## config.mk

```make
export PLATFORM = sky130hd
export DESIGN_NAME = lsdc_div_step
export DESIGN_NICKNAME = d
export VERILOG_FILES = /design/src/line_segment_depth_clipper_core_defines.svh /design/src/lsdc_pkg.sv /design/src/lsdc_div_step.sv
export SDC_FILE = /design/constraint.sdc
export NUM_CORES = 1
export LEC_CHECK = 0
export BUFFER_PORTS_ARGS = -buffer_cell sky130_fd_sc_hd__buf_2
export CAP_MARGIN = 20
export CORE_UTILIZATION = 51
export DETAILED_ROUTE_END_ITERATION = 12
export PLACE_DENSITY = 0.95
export REMOVE_ABC_BUFFERS = 1
export SLEW_MARGIN = 10
export SYNTH_ARGS = -nofsm -noshare
export SYNTH_HDL_FRONTEND = slang
export SYNTH_SLANG_ARGS = --single-unit
```

## constraint.sdc

```tcl
create_clock -name vclk -period 4.6
set_input_delay 0.46 -clock vclk [all_inputs]
set_output_delay 0.46 -clock vclk [all_outputs]
set_load 0.01 [all_outputs]
```

## src/line_segment_depth_clipper_core_defines.svh

```systemverilog
// ---------------------------------------------------------------------------
// Assertion macros for the line segment depth clipper
// ---------------------------------------------------------------------------
`ifndef LINE_SEGMENT_DEPTH_CLIPPER_CORE_DEFINES_SVH
`define LINE_SEGMENT_DEPTH_CLIPPER_CORE_DEFINES_SVH

`ifndef SYNTHESIS
// check a property on every clock edge outside reset
`define LSDC_ASSERT(lbl, prop) \
    lbl: assert property (@(posedge clk) disable iff (!rst_n) prop) \
        else $error("lsdc: assertion failed");
// check that an expression is never true outside reset
`define LSDC_ASSERT_NEVER(lbl, expr) \
    lbl: assert property (@(posedge clk) disable iff (!rst_n) !(expr)) \
        else $error("lsdc: forbidden condition seen");
`else
`define LSDC_ASSERT(lbl, prop)
`define LSDC_ASSERT_NEVER(lbl, expr)
`endif

`endif

```

## src/lsdc_pkg.sv

```systemverilog
// ---------------------------------------------------------------------------
// lsdc_pkg
// Constants, stage map and pipeline word type of the depth clipper.
// ---------------------------------------------------------------------------
`timescale 1ns / 1ps
`default_nettype none

package lsdc_pkg;

    localparam int COORD_W = 32;
    localparam int FRAC_W  = 8;
    localparam int T_FRAC  = 16;
    localparam int DIFF_W  = COORD_W + 1;
    localparam int REM_W   = COORD_W + 2;
    localparam int PROD_W  = T_FRAC + 2 + DIFF_W;
    localparam int CFG_IDX_W = 1;

    localparam logic [CFG_IDX_W-1:0] REG_FRONT_PLANE = CFG_IDX_W'(0);
    localparam logic [CFG_IDX_W-1:0] REG_BACK_PLANE  = CFG_IDX_W'(1);

    localparam logic signed [COORD_W-1:0] FRONT_RESET = COORD_W'(-40 * (1 << FRAC_W));
    localparam logic signed [COORD_W-1:0] BACK_RESET  = COORD_W'(-3500 * (1 << FRAC_W));

    // stage map
    localparam int ST_CLASS  = 0;
    localparam int ST_PREP   = 1;
    localparam int ST_DINIT  = 2;
    localparam int ST_DSTEP0 = 3;
    localparam int ST_MUL1   = ST_DSTEP0 + T_FRAC;
    localparam int ST_ADD1   = ST_MUL1 + 1;
    localparam int ST_SUB2   = ST_ADD1 + 1;
    localparam int ST_MUL2   = ST_SUB2 + 1;
    localparam int ST_ADD2   = ST_MUL2 + 1;
    localparam int ST_OUT    = ST_ADD2 + 1;
    localparam int NUM_STAGES = ST_OUT + 1;

    typedef struct packed {
        logic                      near_end;
        logic                      reject;
        logic                      move1;
        logic                      move2;
        logic signed [COORD_W-1:0] xn;
        logic signed [COORD_W-1:0] yn;
        logic signed [COORD_W-1:0] zn;
        logic signed [COORD_W-1:0] xf;
        logic signed [COORD_W-1:0] yf;
        logic signed [COORD_W-1:0] zf;
        logic [DIFF_W-1:0]         num1;
        logic [DIFF_W-1:0]         den1;
        logic [DIFF_W-1:0]         num2;
        logic [DIFF_W-1:0]         den2;
        logic                      sat1;
        logic                      sat2;
        logic [REM_W-1:0]          r1;
        logic [REM_W-1:0]          r2;
        logic [T_FRAC-1:0]         q1;
        logic [T_FRAC-1:0]         q2;
        logic signed [DIFF_W-1:0]  dx;
        logic signed [DIFF_W-1:0]  dy;
        logic signed [PROD_W-1:0]  px;
        logic signed [PROD_W-1:0]  py;
    } item_t;

endpackage

`default_nettype wire

```

## src/lsdc_div_step.sv

```systemverilog
// ---------------------------------------------------------------------------
// lsdc_div_step
// One restoring division step: shift the remainder, subtract if it fits.
// ---------------------------------------------------------------------------
`timescale 1ns / 1ps
`default_nettype none

module lsdc_div_step (
    input  wire logic [lsdc_pkg::REM_W-1:0]  rem,
    input  wire logic [lsdc_pkg::DIFF_W-1:0] den,
    input  wire logic [lsdc_pkg::T_FRAC-1:0] quo,
    output logic      [lsdc_pkg::REM_W-1:0]  rem_out,
    output logic      [lsdc_pkg::T_FRAC-1:0] quo_out
);

    logic [lsdc_pkg::REM_W-1:0] shifted;
    logic [lsdc_pkg::REM_W-1:0] den_ext;

    always_comb
    begin
        shifted = {rem[lsdc_pkg::REM_W-2:0], 1'b0};
        den_ext = {1'b0, den};
        if (shifted >= den_ext)
        begin
            rem_out = shifted - den_ext;
            quo_out = {quo[lsdc_pkg::T_FRAC-2:0], 1'b1};
        end
        else
        begin
            rem_out = shifted;
            quo_out = {quo[lsdc_pkg::T_FRAC-2:0], 1'b0};
        end
    end

endmodule

`default_nettype wire

```

==> summary.txt <==
area fraction of the dominant cell type after synthesis = 17.8%
Required @ worst endpoint = 4140 ps
Fin Setup TNS = 0 ps
# diodes = 0
share of layout cells above drive strength 1 = 25.6%
fmax = 266 MHz
Residual DRC = 0
largest net degree at the start of global routing = 49
max layer used = met4
gr ovfl total = 0
top cells by area, synth = ha_1, a21oi_1, nand2_1
first-pass GRT wire length = 10.5 mm
fin crit period = 3760 ps
nets@finish = 560
pre-CTS setup slack = 847 ps
M1 wire length = 2.81 mm
Chip Height = 69.5 um
Final ANT Viol Nets = 0
post-CTS sizing = 0
Synth Instances = 365
initial DRC count = 156
critical path type = input pin to output pin
final hold violations = 0
Die ar. = 4820 sq um
drt wl/cell = 12.5 um
vias = 2,755
Pwr Density = 164 nW/um^2
worst hold-check path type = input pin to output pin
CP Cell Sequence = buf_2, inv_1, fa_1, and2b_1, o211ai_1, a21oi_1, o211ai_1, a21boi_2, nor3_1, o31a_2, buf_12, and2_1, a31o_1, buf_2
top post-synthesis cells by count = nand2_1, a21oi_1, inv_1
sequential area share after synthesis = 0%
IO Count = 133
P&R area growth vs syn = 17.4%
Top delay family on crit path = compound AO/OA/AOI/OAI gates
slew margin rel. = 71.3%
Ys Warns = 0
CLK BUF = 0
Worst Tran Pin Value = 420 ps
Final WS setup = 841 ps
Worst Path Buf+Inv = 4
CP arrival = 3300 ps
critical path startpoint = rem[0]
Largest stage delay, worst path = 490 ps
crit path launch type = input pin
Routability Congestion = 0.858
Post-CTS Hold Buffers = 0
metal3 WL = 529 um
HP Start = quo[7]
CORE AREA = 4350 sq um
Crit. End Element = output pin
post-synth top area cell = ha_1
fin. max-slew vios = 0
VDD IR-drop max = 0.103 mV
Starting Density = 53.3%
wire length on met2 = 2.78 mm
Multi-input gate area = 1980 sq um
Die X = 69.5 um
most common cell in the synthesized netlist = nand2_1
final core occ = 62.6%
fillers = 393
CP max FO = 48
initial antenna violation count = 0
Pre-Repair DR Iteration Count = 4
RSZ-0062 raised after global routing = no
synth unique cells = 48
slowest stage cell on the critical path = o31a_2
Routed WL = 6.18 mm
DR vias/cell = 5.59
Syn Std Cell Area = 2320 sq um
row count = 24
status = finished clean
vias in the first global route = 2,522
final setup violation count = 0
port bufs = 101
Static Leak = 0.00145 uW
DP Wirelength = 5.25 mm
syn avg cell area = 6.36 sq um
fin crit share = 81.7%
Post-CTS Setup Repair Bufs = 0
gr usage total = 25.1%
Reg area = 0 sq um
MaxCap Viol Count = 0
final sequential cell count = 0
logic make-up (layout without fill, tap and decap cells):
kind of cell	count (synthesis)	count (layout)	synth area share, %
xor gates and xnor gates	29	29	10.9
adders and majority gates	34	34	18.7
buffers and inverters	67	143	14.8
and+or+nand+nor	100	100	19.8
AOI/OAI and AO/OA	135	135	35.8
through the flow:
step	cells	hold slack (ps)	power, uW	instance area, sq um
floorplan	339	920	297	2130
global placement	493	920	427	2720
detailed placement	493	920	441	2720
finish	493	920	446	2720
CTS	493	920	443	2720
global route	493	920	496	2720
report_power, final:
part | internal, uW | total, uW | leakage [uW] | switching (uW)
registers | 0 | 0 | 0 | 0
clock network | 0 | 0 | 0 | 0
logic | 195 | 446 | 0.00145 | 251
total | 195 | 446 | 0.00145 | 251
cells in the final DEF (no fill, tap or decap), types with 5 or more instances in the layout:
master,synthesis,final
a21o_1,13,13
a21oi_1,42,42
buf_2,1,101
ha_1,33,33
inv_1,41,41
nand2_1,54,54
nand3_1,7,7
nand4_1,5,5
nor2_1,11,11
o211ai_1,6,6
o21ai_0,31,31
o21ai_1,12,12
xnor2_1,15,15
xor2_1,14,14
layer usage:
metal,global-route usage (%),up-vias
met5,4.44,-
met4,4.54,0
met3,5.38,10
met2,43.5,117
met1,31.6,1198
li1,-,1430
path summary, 6_finish.rpt:
check	end	slack (ps)	depth (start not counted)
worst max-delay path	rem_out[13]	840	14
worst min-delay path	quo_out[8]	920	0
final cells by class:
cell class         count  share of cell area, %
inverters             41                   5.65
multi-input cells    298                   72.7
well taps             52                   2.39
repair buffers       102                   19.3
No activity file was read; power rests on OpenSTA's default activity.
